--- src/rtl/rct_pkg.sv ---
`timescale 1ns / 1ps
`default_nettype none
// ----------------------------------------------------------------------------
// rct_pkg: shared types and constants of the reference count table
// Table geometry, request and status codes, entry and result layouts.
// ----------------------------------------------------------------------------
package rct_pkg;

  localparam int TABLE_ENTRIES = 64;
  localparam int COUNT_BITS    = 16;

  // Entries compared per memory row.
  localparam int LANES   = 8;
  localparam int LANE_W  = 3;
  localparam int ROWS    = (TABLE_ENTRIES + LANES - 1) / LANES;
  localparam int ROW_W   = (ROWS > 1) ? $clog2(ROWS) : 1;
  localparam int ISSUE_W = ROW_W + 1;

  localparam int KEY_W   = 32;
  localparam int HDL_W   = 8;
  localparam int OUT_CNT_W = 16;

  localparam logic [COUNT_BITS-1:0] COUNT_MAX = '1;

  // Request codes
  localparam logic [1:0] REQ_ADD_OBJ = 2'd0;
  localparam logic [1:0] REQ_ADD_REF = 2'd1;
  localparam logic [1:0] REQ_REMOVE  = 2'd2;

  typedef enum logic [2:0] {
    STATUS_UPDATED   = 3'd0,
    STATUS_INSERTED  = 3'd1,
    STATUS_NOT_FOUND = 3'd2,
    STATUS_FREED     = 3'd3,
    STATUS_FULL      = 3'd4
  } status_e;

  typedef enum logic [1:0] {
    ST_IDLE,
    ST_SCAN,
    ST_FINISH
  } state_e;

  typedef struct packed {
    logic [KEY_W-1:0]      key;
    logic [COUNT_BITS-1:0] count;
    logic [HDL_W-1:0]      handler;
  } entry_t;

  typedef entry_t [LANES-1:0] row_t;

  typedef struct packed {
    logic             en;
    logic [ROW_W-1:0] row;
  } rd_req_t;

  typedef struct packed {
    logic              en;
    logic [ROW_W-1:0]  row;
    logic [LANE_W-1:0] lane;
    entry_t            entry;
  } wr_req_t;

  typedef struct packed {
    status_e              status;
    logic [OUT_CNT_W-1:0] count;
    logic                 dvalid;
    logic [KEY_W-1:0]     handle;
    logic [HDL_W-1:0]     handler;
  } res_t;

  // Lanes of a row that map onto real table slots.
  function automatic logic [LANES-1:0] lane_mask(input logic [ROW_W-1:0] row);
    logic [LANES-1:0] m;
    m = '0;
    for (int l = 0; l < LANES; l++) begin
      m[l] = ((int'(row) * LANES + l) < TABLE_ENTRIES);
    end
    return m;
  endfunction

endpackage
`default_nettype wire

--- src/rtl/reference_count_table_top.sv ---
`timescale 1ns / 1ps
`default_nettype none
// Flow: a request scans the table row by row, 1 to ROWS = 8 rows, then waits for the
//   result handover; the scan stops at the row holding the key.
// Requests: one at a time, the next is taken only once idle again; the single row read
//   port of the entry memory (8 entries per row) sets the scan length.
// Reset: asynchronous, active low; empties the table (all slot valid bits cleared)
//   at once, no clearing pass; memory contents are left as they are.
// ----------------------------------------------------------------------------
// reference_count_table_top: reference count table
// Tracks object handles with a reference count and a disposal handler each.
// ----------------------------------------------------------------------------
module reference_count_table_top (
  input  wire logic                          clk_i,
  input  wire logic                          rst_ni,
  // request beat
  input  wire logic                          in_valid_i,
  output logic                               in_stall_o,
  input  wire logic [1:0]                    req_type_i,
  input  wire logic [rct_pkg::KEY_W-1:0]     object_handle_i,
  input  wire logic [rct_pkg::HDL_W-1:0]     dispose_handler_i,
  // result beat
  output logic                               out_valid_o,
  input  wire logic                          out_stall_i,
  output logic [2:0]                         status_o,
  output logic [rct_pkg::OUT_CNT_W-1:0]      ref_count_o,
  output logic                               dispose_valid_o,
  output logic [rct_pkg::KEY_W-1:0]          freed_handle_o,
  output logic [rct_pkg::HDL_W-1:0]          freed_handler_o
);

  logic             idle;
  logic             req_fire;
  rct_pkg::rd_req_t rd_req;
  rct_pkg::wr_req_t wr_req;
  rct_pkg::row_t    rd_data;
  logic             res_valid;
  logic             res_ready;
  rct_pkg::res_t    res;

  logic             out_valid_q, out_valid_d;
  rct_pkg::res_t    out_q;

  // Take a request beat only while the sequencer is idle.
  assign in_stall_o = !idle;
  assign req_fire   = in_valid_i && !in_stall_o;

  // Hand a finished result over whenever the output register is empty or draining.
  assign res_ready  = !out_valid_q || !out_stall_i;

  rct_ctrl u_ctrl (
    .clk_i       (clk_i),
    .rst_ni      (rst_ni),
    .req_fire_i  (req_fire),
    .req_type_i  (req_type_i),
    .req_key_i   (object_handle_i),
    .req_hdl_i   (dispose_handler_i),
    .idle_o      (idle),
    .rd_o        (rd_req),
    .wr_o        (wr_req),
    .rd_data_i   (rd_data),
    .res_valid_o (res_valid),
    .res_ready_i (res_ready),
    .res_o       (res)
  );

  rct_store u_store (
    .clk_i     (clk_i),
    .rd_i      (rd_req),
    .wr_i      (wr_req),
    .rd_data_o (rd_data)
  );

  // Output register: hold while stalled, load on handover, drop once taken.
  always_comb begin
    out_valid_d = out_valid_q;
    if (res_valid && res_ready) begin
      out_valid_d = 1'b1;
    end else if (!out_stall_i) begin
      out_valid_d = 1'b0;
    end
  end

  always_ff @(posedge clk_i or negedge rst_ni) begin
    if (!rst_ni) begin
      out_valid_q <= 1'b0;
    end else begin
      out_valid_q <= out_valid_d;
    end
  end

  always_ff @(posedge clk_i) begin
    if (res_valid && res_ready) begin
      out_q <= res;
    end
  end

  assign out_valid_o     = out_valid_q;
  assign status_o        = out_q.status;
  assign ref_count_o     = out_q.count;
  assign dispose_valid_o = out_q.dvalid;
  assign freed_handle_o  = out_q.handle;
  assign freed_handler_o = out_q.handler;

  a_res_held : assert property (@(posedge clk_i) disable iff (!rst_ni)
    (res_valid && !res_ready) |=> res_valid)
    else $error("finished result lost before handover");

  a_busy_stall : assert property (@(posedge clk_i) disable iff (!rst_ni)
    req_fire |=> in_stall_o)
    else $error("request taken while previous still in flight");

  a_free_disposes : assert property (@(posedge clk_i) disable iff (!rst_ni)
    (out_valid_q && out_q.dvalid) |-> out_q.status == rct_pkg::STATUS_FREED)
    else $error("dispose flagged without freed status");

endmodule
`default_nettype wire

--- src/rtl/rct_store.sv ---
`timescale 1ns / 1ps
`default_nettype none
// ----------------------------------------------------------------------------
// rct_store: entry memory
// One row of LANES entries read per cycle, registered; one entry written.
// ----------------------------------------------------------------------------
module rct_store (
  input  wire logic             clk_i,
  input  wire rct_pkg::rd_req_t rd_i,
  input  wire rct_pkg::wr_req_t wr_i,
  output rct_pkg::row_t         rd_data_o
);

  rct_pkg::row_t mem_q [rct_pkg::ROWS];
  rct_pkg::row_t rd_data_q;

  always_ff @(posedge clk_i) begin
    if (wr_i.en) begin
      mem_q[wr_i.row][wr_i.lane] <= wr_i.entry;
    end
  end

  always_ff @(posedge clk_i) begin
    if (rd_i.en) begin
      rd_data_q <= mem_q[rd_i.row];
    end
  end

  assign rd_data_o = rd_data_q;

endmodule
`default_nettype wire

--- src/rtl/rct_ctrl.sv ---
`timescale 1ns / 1ps
`default_nettype none
// ----------------------------------------------------------------------------
// rct_ctrl: request sequencer
// Scan memory rows for a key match and a free slot, then update at most one entry or slot valid bit.
// ----------------------------------------------------------------------------
module rct_ctrl (
  input  wire logic                        clk_i,
  input  wire logic                        rst_ni,
  input  wire logic                        req_fire_i,
  input  wire logic [1:0]                  req_type_i,
  input  wire logic [rct_pkg::KEY_W-1:0]   req_key_i,
  input  wire logic [rct_pkg::HDL_W-1:0]   req_hdl_i,
  output logic                             idle_o,
  output rct_pkg::rd_req_t                 rd_o,
  output rct_pkg::wr_req_t                 wr_o,
  input  wire rct_pkg::row_t               rd_data_i,
  output logic                             res_valid_o,
  input  wire logic                        res_ready_i,
  output rct_pkg::res_t                    res_o
);

  rct_pkg::state_e state_q, state_d;

  logic [1:0]                       req_q;
  logic [rct_pkg::KEY_W-1:0]        key_q;
  logic [rct_pkg::HDL_W-1:0]        hdl_q;
  logic [rct_pkg::ISSUE_W-1:0]      issue_q, issue_d;
  logic                             cmp_pend_q, cmp_pend_d;
  logic [rct_pkg::ROW_W-1:0]        cmp_row_q, cmp_row_d;
  logic                             hit_q, hit_d;
  logic [rct_pkg::ROW_W-1:0]        hit_row_q, hit_row_d;
  logic [rct_pkg::LANE_W-1:0]       hit_lane_q, hit_lane_d;
  rct_pkg::entry_t                  hit_ent_q, hit_ent_d;
  logic                             free_q, free_d;
  logic [rct_pkg::ROW_W-1:0]        free_row_q, free_row_d;
  logic [rct_pkg::LANE_W-1:0]       free_lane_q, free_lane_d;
  logic [rct_pkg::ROWS-1:0][rct_pkg::LANES-1:0] valid_q;

  logic [rct_pkg::LANES-1:0]        row_valid, match_vec, free_vec;
  logic                             match_any, free_any;
  logic [rct_pkg::LANE_W-1:0]       match_lane, free_lane;
  logic                             last_row, issue_more;

  logic                             fire;
  logic                             set_valid, clr_valid;
  logic [rct_pkg::COUNT_BITS-1:0]   cnt_inc, cnt_dec;

  // Row compare: lowest matching lane, lowest free lane
  always_comb begin
    row_valid  = valid_q[cmp_row_q];
    match_vec  = '0;
    free_vec   = '0;
    match_lane = '0;
    free_lane  = '0;
    for (int l = 0; l < rct_pkg::LANES; l++) begin
      match_vec[l] = row_valid[l] && (rd_data_i[l].key == key_q);
    end
    free_vec = ~row_valid & rct_pkg::lane_mask(cmp_row_q);
    for (int l = rct_pkg::LANES - 1; l >= 0; l--) begin
      if (match_vec[l]) match_lane = rct_pkg::LANE_W'(l);
      if (free_vec[l])  free_lane  = rct_pkg::LANE_W'(l);
    end
    match_any = cmp_pend_q && (|match_vec);
    free_any  = cmp_pend_q && (|free_vec);
  end

  assign issue_more = (issue_q < rct_pkg::ISSUE_W'(rct_pkg::ROWS));
  assign last_row   = cmp_pend_q && (cmp_row_q == rct_pkg::ROW_W'(rct_pkg::ROWS - 1));
  assign fire       = (state_q == rct_pkg::ST_FINISH) && res_ready_i;

  // Next state
  always_comb begin
    state_d = state_q;
    case (state_q)
      rct_pkg::ST_IDLE: begin
        if (req_fire_i) state_d = rct_pkg::ST_SCAN;
      end
      rct_pkg::ST_SCAN: begin
        if (match_any || last_row) state_d = rct_pkg::ST_FINISH;
      end
      rct_pkg::ST_FINISH: begin
        if (res_ready_i) state_d = rct_pkg::ST_IDLE;
      end
      default: state_d = rct_pkg::ST_IDLE;
    endcase
  end

  // Scan bookkeeping
  always_comb begin
    issue_d     = issue_q;
    cmp_pend_d  = 1'b0;
    cmp_row_d   = cmp_row_q;
    hit_d       = hit_q;
    hit_row_d   = hit_row_q;
    hit_lane_d  = hit_lane_q;
    hit_ent_d   = hit_ent_q;
    free_d      = free_q;
    free_row_d  = free_row_q;
    free_lane_d = free_lane_q;
    rd_o.en     = 1'b0;
    rd_o.row    = issue_q[rct_pkg::ROW_W-1:0];
    case (state_q)
      rct_pkg::ST_IDLE: begin
        issue_d = '0;
        hit_d   = 1'b0;
        free_d  = 1'b0;
      end
      rct_pkg::ST_SCAN: begin
        if (issue_more && !match_any) begin
          rd_o.en    = 1'b1;
          issue_d    = issue_q + rct_pkg::ISSUE_W'(1);
          cmp_pend_d = 1'b1;
          cmp_row_d  = issue_q[rct_pkg::ROW_W-1:0];
        end
        if (match_any) begin
          hit_d      = 1'b1;
          hit_row_d  = cmp_row_q;
          hit_lane_d = match_lane;
          hit_ent_d  = rd_data_i[match_lane];
        end
        if (free_any && !free_q) begin
          free_d      = 1'b1;
          free_row_d  = cmp_row_q;
          free_lane_d = free_lane;
        end
      end
      default: ;
    endcase
  end

  assign cnt_inc = (hit_ent_q.count != rct_pkg::COUNT_MAX) ?
                   hit_ent_q.count + rct_pkg::COUNT_BITS'(1) : hit_ent_q.count;
  assign cnt_dec = hit_ent_q.count - rct_pkg::COUNT_BITS'(1);

  // Result and write-back
  always_comb begin
    res_valid_o   = (state_q == rct_pkg::ST_FINISH);
    idle_o        = (state_q == rct_pkg::ST_IDLE);
    res_o.status  = rct_pkg::STATUS_NOT_FOUND;
    res_o.count   = '0;
    res_o.dvalid  = 1'b0;
    res_o.handle  = '0;
    res_o.handler = '0;
    wr_o.en       = 1'b0;
    wr_o.row      = hit_row_q;
    wr_o.lane     = hit_lane_q;
    wr_o.entry    = hit_ent_q;
    set_valid     = 1'b0;
    clr_valid     = 1'b0;
    case (req_q)
      rct_pkg::REQ_ADD_OBJ: begin
        if (hit_q) begin
          wr_o.en          = fire;
          wr_o.entry.count = cnt_inc;
          res_o.status     = rct_pkg::STATUS_UPDATED;
          res_o.count      = rct_pkg::OUT_CNT_W'(cnt_inc);
        end else if (free_q) begin
          wr_o.en            = fire;
          wr_o.row           = free_row_q;
          wr_o.lane          = free_lane_q;
          wr_o.entry.key     = key_q;
          wr_o.entry.count   = rct_pkg::COUNT_BITS'(1);
          wr_o.entry.handler = hdl_q;
          set_valid          = fire;
          res_o.status       = rct_pkg::STATUS_INSERTED;
          res_o.count        = rct_pkg::OUT_CNT_W'(1);
        end else begin
          res_o.status = rct_pkg::STATUS_FULL;
        end
      end
      rct_pkg::REQ_ADD_REF: begin
        if (hit_q) begin
          wr_o.en          = fire;
          wr_o.entry.count = cnt_inc;
          res_o.status     = rct_pkg::STATUS_UPDATED;
          res_o.count      = rct_pkg::OUT_CNT_W'(cnt_inc);
        end
      end
      rct_pkg::REQ_REMOVE: begin
        if (hit_q) begin
          if (hit_ent_q.count < rct_pkg::COUNT_BITS'(2)) begin
            clr_valid     = fire;
            res_o.status  = rct_pkg::STATUS_FREED;
            res_o.dvalid  = 1'b1;
            res_o.handle  = key_q;
            res_o.handler = hit_ent_q.handler;
          end else begin
            wr_o.en          = fire;
            wr_o.entry.count = cnt_dec;
            res_o.status     = rct_pkg::STATUS_UPDATED;
            res_o.count      = rct_pkg::OUT_CNT_W'(cnt_dec);
          end
        end
      end
      default: ;
    endcase
  end

  always_ff @(posedge clk_i or negedge rst_ni) begin
    if (!rst_ni) begin
      state_q    <= rct_pkg::ST_IDLE;
      issue_q    <= '0;
      cmp_pend_q <= 1'b0;
      hit_q      <= 1'b0;
      free_q     <= 1'b0;
      valid_q    <= '0;
    end else begin
      state_q    <= state_d;
      issue_q    <= issue_d;
      cmp_pend_q <= cmp_pend_d;
      hit_q      <= hit_d;
      free_q     <= free_d;
      if (set_valid) valid_q[free_row_q][free_lane_q] <= 1'b1;
      if (clr_valid) valid_q[hit_row_q][hit_lane_q]   <= 1'b0;
    end
  end

  always_ff @(posedge clk_i) begin
    if (req_fire_i) begin
      req_q <= req_type_i;
      key_q <= req_key_i;
      hdl_q <= req_hdl_i;
    end
    cmp_row_q   <= cmp_row_d;
    hit_row_q   <= hit_row_d;
    hit_lane_q  <= hit_lane_d;
    hit_ent_q   <= hit_ent_d;
    free_row_q  <= free_row_d;
    free_lane_q <= free_lane_d;
  end

  a_rd_in_scan : assert property (@(posedge clk_i) disable iff (!rst_ni)
    rd_o.en |-> state_q == rct_pkg::ST_SCAN)
    else $error("row read outside scan");

  a_wr_on_result : assert property (@(posedge clk_i) disable iff (!rst_ni)
    wr_o.en |-> res_valid_o && res_ready_i)
    else $error("entry write without result handover");

  a_hit_is_valid : assert property (@(posedge clk_i) disable iff (!rst_ni)
    (state_q == rct_pkg::ST_FINISH && hit_q) |-> valid_q[hit_row_q][hit_lane_q])
    else $error("matched slot not valid");

  a_insert_free : assert property (@(posedge clk_i) disable iff (!rst_ni)
    set_valid |-> !valid_q[free_row_q][free_lane_q])
    else $error("insert into occupied slot");

endmodule
`default_nettype wire
--- config.mk ---
export PLATFORM = sky130hd
export DESIGN_NAME = reference_count_table_top
export DESIGN_NICKNAME = d
export VERILOG_FILES = /design/src/rtl/rct_pkg.sv /design/src/rtl/reference_count_table_top.sv /design/src/rtl/rct_store.sv /design/src/rtl/rct_ctrl.sv
export SDC_FILE = /design/constraint.sdc
export NUM_CORES = 2
export LEC_CHECK = 0
export ABC_CLOCK_PERIOD_IN_PS = 17150
export BUFFER_PORTS_ARGS = -buffer_cell sky130_fd_sc_hd__buf_2
export CORE_AREA = 2 2 547 549
export CTS_BUF_LIST = sky130_fd_sc_hd__clkbuf_8 sky130_fd_sc_hd__clkbuf_16
export DETAILED_ROUTE_END_ITERATION = 8
export DIE_AREA = 0 0 549 551
export PLACE_DENSITY = 0.72
export SYNTH_ARGS = -nofsm -noshare
export SYNTH_HDL_FRONTEND = slang
export SYNTH_SLANG_ARGS = --single-unit
--- constraint.sdc ---
create_clock -name clk_i -period 17.15 [get_ports clk_i]
set_input_delay 2.5725 -clock clk_i [delete_from_list [all_inputs] [get_ports clk_i]]
set_output_delay 2.5725 -clock clk_i [all_outputs]
set_load 0.01 [all_outputs]
==> After elaboration in Yosys (flattened, before gate mapping) <==
Memories as Yosys holds them, arrays and structs flattened. A register that Yosys moved wholly into a read port is not among the register bits.
Cells that the tools add are included.
{ "op_classes": {"order_cmp": 22, "n_addsub": 10, "eq_ne": 21, "muxes": 78, "n_bitwise": 5, "reduce_logical": 43} }
{ "op_table": {"columns": ["operator", "n"], "rows": [
  ["$mux W448", 1],
  ["$eq A32 B32 Y1", 8],
  ["$lt A32 B8 Y1 const B", 7],
  ["$bmux W56 S3", 1],
  ["$demux W56 S3", 1],
  ["$mux W64", 2],
  ["$mux W56", 2],
  ["$mux W16", 6],
  ["$mux W38", 2],
  ["$and A64 B64 Y64", 1],
  ["$not A64 Y64", 1],
  ["$or A64 B64 Y64", 1],
  ["$mux W63", 1],
  ["$mux W59", 1],
  ["$pmux W19 S3", 1],
  ["$demux W8 S3", 2],
  ["$pmux W16 S3", 1],
  ["$mux W41", 1],
  ["$mux W8", 5],
  ["$mux W3", 13],
  ["$add A6 B3 Y7 const B", 4],
  ["$lt A3 B4 Y1 const B", 7],
  ["$bmux W8 S3", 1],
  ["$mux W1", 21],
  ["other kinds (35)", 88]
]} }
{ "word_totals": {"wordCells": 212, "n_memories": 1, "reg_bits": 247, "mem_bits_rw": 3584, "output_inout_bits": 62} }
{ "mem_list": {"columns": ["memory", "depth", "word_bits", "rd", "rd_ports_with_merged_regs", "wr", "line_no", "source"], "rows": [
  ["u_store.mem_q", 8, 448, 1, 1, 1, "rct_store.sv:14", "rct_pkg::row_t mem_q [rct_pkg::ROWS];"]
]} }

==> Logic depth before layout (Yosys ltp) <==
{ "logic_depth": {"ltp_word": 13, "mapped_depth": 13, "ltp_nobuf": 10} }

==> Modules after synthesis <==
A second synthesis with hierarchy kept.
{ "unflattened": {"cells_unflattened": 7567, "area_unflattened_um2": 166502.2} }
{ "by_module_without_submodules": {"columns": ["mod", "area_each_um2", "seq_area_each_um2", "cells_per_inst", "instances"], "rows": [
  ["rct_store", 148174.6, 121076.1, 5721, 1],
  ["rct_ctrl", 16468.3, 5220.0, 1780, 1],
  ["reference_count_table_top", 1859.3, 1826.8, 66, 1]
]} }

==> Worst setup path before layout <==
Ideal clock, no wire load.
{ "synth_path": {"kind": "register -> register", "start": "reg u_ctrl.cmp_row_q[0] (netlist name)", "end": "reg u_ctrl.issue_q[1] (netlist name)", "path_stages_with_launch": 10, "arrival_time_ps": 14211, "setup_ps": 620, "synth_period_minus_slack_ps": 14831, "n_path_buf": 2, "path_slack_ps": 2319, "required_ps": 16530, "cell_sequence": "edfxtp_1 buf_6 buf_12 mux4_1 mux2_2 and3_4 nand4bb_4 or4_4 a211oi_4 o21ai_0"} }
{ "synth_between": {"elab_chain_len": 9} }
{ "synth_lines": {"columns": ["element", "line_no", "source"], "rows": [
  ["start, declared", "rct_ctrl.sv:30", "logic [rct_pkg::ROW_W-1:0] cmp_row_q, cmp_row_d;"],
  ["start signal, assigned", "rct_ctrl.sv:225", "cmp_row_q <= cmp_row_d;"],
  ["$bmux W8 S3 (*)", "rct_ctrl.sv:51", "row_valid = valid_q[cmp_row_q];"],
  ["$mux W8 (implied by the code) (*)", "rct_ctrl.sv:51", null],
  ["$logic_and A1 B1 Y1", "rct_ctrl.sv:57", "match_vec[l] = row_valid[l] && (rd_data_i[l].key == key_q);"],
  ["$reduce_or A8 Y1 (*)", "rct_ctrl.sv:64", "match_any = cmp_pend_q && (|match_vec);"],
  ["$logic_and A1 B1 Y1 (*)", "rct_ctrl.sv:64", null],
  ["$logic_not A1 Y1 (*)", "rct_ctrl.sv:110", "if (issue_more && !match_any) begin"],
  ["$logic_and A1 B1 Y1 (*)", "rct_ctrl.sv:110", null],
  ["$ne A2 B1 Y1 (no source line) (*)", null, null],
  ["$reduce_and A2 Y1 (no source line) (*)", null, null],
  ["end signal, assigned", "rct_ctrl.sv:210", "issue_q <= issue_d;"],
  ["end, declared", "rct_ctrl.sv:28", "logic [rct_pkg::ISSUE_W-1:0] issue_q, issue_d;"]
]} }
Mark *: on every way between the ends. The rest lies on a longest branch, timed or not. The select of a mux whose other input is x is not followed.
A chain may end at the register's enable or synchronous reset.

==> summary.md <==
| Metric | Value |
|---|---|
| Synth warn | `0` |
| Post-route DRC | `0` |
| Post-synth top area cell | `edfxtp_1` |
| Commonest non-fill, non-tap cells in the layout | `edfxtp_1 (4205), mux4_2 (897), mux2_2 (502)` |
| Syn_nets | `7610` |
| Buf/Inv on CP | `5` |
| Max Clock Skew | `72.0 ps` |
| Slew headroom | `10.5%` |
| Slew @ Worst Pin | `1340 ps` |
| Area of the core | `296000 sq um` |
| Critical Path Most Common Cell | `buf_4` |
| Distinct cell type count after synthesis | `67` |
| Fin crit share | `41.7%` |
| Area Overhead vs Synth | `11.9%` |
| Final setup vio count | `0` |
| Final max-slew violation count | `0` |
| Post-synth EDFFs | `4205` |
| Commonest non-fill, non-tap cell in the layout | `edfxtp_1` |
| Routed vias | `82200` |
| Number of CTS-inserted buffers | `414` |
| Die width | `549 um` |
| Max-cap check violation count | `0` |
| Gr busiest metal | `met2` |
| Final #Nets | `7910` |
| Critical path depth | `11` |
| Initial Utilization | `55.9%` |
| Clock root buffer master | `clkbuf_16` |
| Detailed Routing Iterations Pass 1 | `6` |
| Iter 0 DRT Violations | `13800` |
| Synth Area per Inst | `21.9 sq um` |
| Vias in the first global route | `80100` |
| Reg2Reg Capture Point | `u_store.rd_data_o[132]` |
| Vias per inst | `6.76` |
| Final min period | `7140 ps` |
| Final hold violations | `0` |
| Reg2reg setup slack | `10010 ps` |
| WL per Instance | `38.0 um` |
| HP Class | `reg2reg` |
| DIE HEIGHT | `551 um` |
| Post-CTS setup repair buffer count | `0` |
| IO Pins | `108` |
| Layout cells sized above 1 | `29.4%` |
| Crit Path Class | `reg2reg` |
| Largest net degree at the start of global routing | `139` |
| Critical Path RT | `17730 ps` |
| Setup crit end kind | `register` |
| Leakage | `58.8 nW` |
| Fin util | `62.5%` |
| Hold bufs inserted after CTS | `0` |
| H-tree Lvls | `5` |
| Final ANT Viol Nets | `0` |
| RSZ-0062 raised after global routing | `false` |
| Total negative slack | `0 ps` |
| Met2 GRT Util | `46.3%` |
| Hold path start | `u_ctrl.valid_q[35]` |
| Status | `completed` |
| Synth top area share | `76.2%` |
| Max incr delay on CP | `950 ps` |
| Crit-path max FO | `64` |
| Delay-heaviest family, CP | `buffers and inverters` |
| Number of synthesized register bits | `4279` |
| Prevailing post-synth register cell | `edfxtp_1` |
| Clock Latency Late Sink | `980 ps` |
| Mapped Cells | `7556` |
| DRT Wirelength | `462000 um` |
| Routability cong. | `1.02` |
| R2r worst-path depth | `11` |
| Min Hold Slack | `522 ps` |
| Hold Path Cell Cnt | `2` |
| Gr ovfl total | `0` |
| Count of buffers from port buffering | `107` |
| Met3 global-route usage | `7.54%` |
| Initial antenna violation count | `38` |
| Clock buffer depth | `4` |
| Resized cells post-CTS | `0` |
| Netlist Area Pre-Place | `166000 sq um` |
| Seq/Total Area, Yosys | `77.4%` |
| Max frequency | `0.140 GHz` |
| Worst path slowest cell | `edfxtp_1` |
| DP HPWL | `274000 um` |
| Peak VDD IR | `0.160 mV` |
| Global-route wire length before repair | `636000 um` |
| Top cells by area, synth | `edfxtp_1 (76%), mux4_2 (12%), mux2_2 (3.7%)` |
| Worst setup SP type | `register` |
| Ys async rst share | `1.73%` |
| CP arrival | `7720 ps` |
| Worst r2r src | `u_ctrl.cmp_row_q[1]` |
| Grt met1 use | `41.8%` |
| CP cell instances | `mux4_1, mux2i_1, or4_1, buf_4, nand4bb_4, or4_4, a211oi_4, buf_4, buf_4, buf_4, buf_4` |
| Clk sinks | `4279` |
| PD cells | `157 nW/um^2` |
| Die Area | `302000 sq um` |
| Worst-path clk slew | `60 ps` |
| Hold EP | `u_ctrl.valid_q[35]` |
| Row cnt | `200` |
| Total GRT Usage | `30.6%` |
| TritonCTS clock tree | `yes` |
==> Yosys cell counts (all sizes together) (13+ instances only) <==
master  count
edfxtp   4205
mux4      912
mux2      549
nor2      256
clkbuf    210
a21oi     194
buf       191
xnor2     138
xor2      129
mux2i      95
dfrtp      74
nand2      66
o22ai      60
nor3       55
and2       45
nor4       44
nand4      42
a21o       38
a211oi     34
o21ai      34
a21boi     32
o211a      24
inv        16
nand2b     16
nand3      13
==> through the flow <==
step | setup WS (ps) | power, mW | instance area, sq um | instances
global placement | 10250 | 20.1 | 172000 | 11400
detailed placement | 10130 | 20.1 | 172000 | 11400
global route | 9770 | 29.7 | 185000 | 12100
floorplan | 2320 | 17.6 | 166000 | 7556
CTS | 10110 | 29.0 | 185000 | 12100
finish | 10010 | 29.0 | 185000 | 12200
==> worst reg2reg max path, stage by stage (launching register included) <==
cell,delay [ps]
edfxtp_1,950
mux4_1,420
mux2i_1,680
or4_1,250
buf_4,370
nand4bb_4,170
or4_4,500
a211oi_4,290
buf_4,630
buf_4,770
buf_4,910
buf_4,780
==> cell type report <==
cell class                 count  area (sq um)
fill                       19600        111000
antenna                       19          47.5
sequential                  4279        128000
inverter                      17          66.3
timing repair buffer         285          1990
multi-input combinational   2859         36700
clock buffer                 417         10400
clock inverter               347          3000
tap                         3939          4930
==> power by group <==
part | internal (mW) | switching, mW
Clock | 5.02 | 3.93
Combinational | 2.70 | 3.53
Sequential | 12.7 | 1.11
Total | 20.4 | 8.58
==> metal layers <==
metal / wire length, um / vias to the layer above / part of all wire, %
met5: 349 / - / 0.076
met4: 29900 / 12 / 6.5
met3: 56500 / 1096 / 12
met2: 211000 / 5759 / 46
met1: 164000 / 43400 / 35
li1: - / 32000 / -
==> registers in the layout, indices dropped and copies added (netlist names), 4 cells and up <==
name               cells
freed_handle_o        32
freed_handler_o        8
ref_count_o           16
u_ctrl.hdl_q           8
u_ctrl.hit_ent_q      56
u_ctrl.issue_q         4
u_ctrl.key_q          32
u_ctrl.valid_q        64
u_store.mem_q       3584
u_store.rd_data_o    448
==> logic make-up after synthesis <==
| group | share of synthesized area, % |
|---|---|
| AOI/OAI and AO/OA | 1.69 |
| xor gates and xnor gates | 1.41 |
| adders and majority gates | 0.0604 |
| buffers and inverters | 1.02 |
| DFF | 77.4 |
| muxes | 16.7 |
| and+or+nand+nor | 1.70 |
==> worst max-delay path by stage <==
stage	startpoint	end	slack (ps)
finish	u_ctrl.cmp_row_q[1]	u_store.rd_data_o[132]	10010
global placement	u_ctrl.cmp_row_q[1]	u_store.rd_data_o[133]	10250
detailed placement	u_ctrl.cmp_row_q[0]	u_store.rd_data_o[117]	10130
floorplan	u_ctrl.cmp_row_q[0]	u_ctrl.issue_q[1]	2320
CTS	u_ctrl.cmp_row_q[0]	u_store.rd_data_o[132]	10110
global route	u_ctrl.cmp_row_q[1]	u_store.rd_data_o[117]	9770
Power figures use the tool's default switching activity.
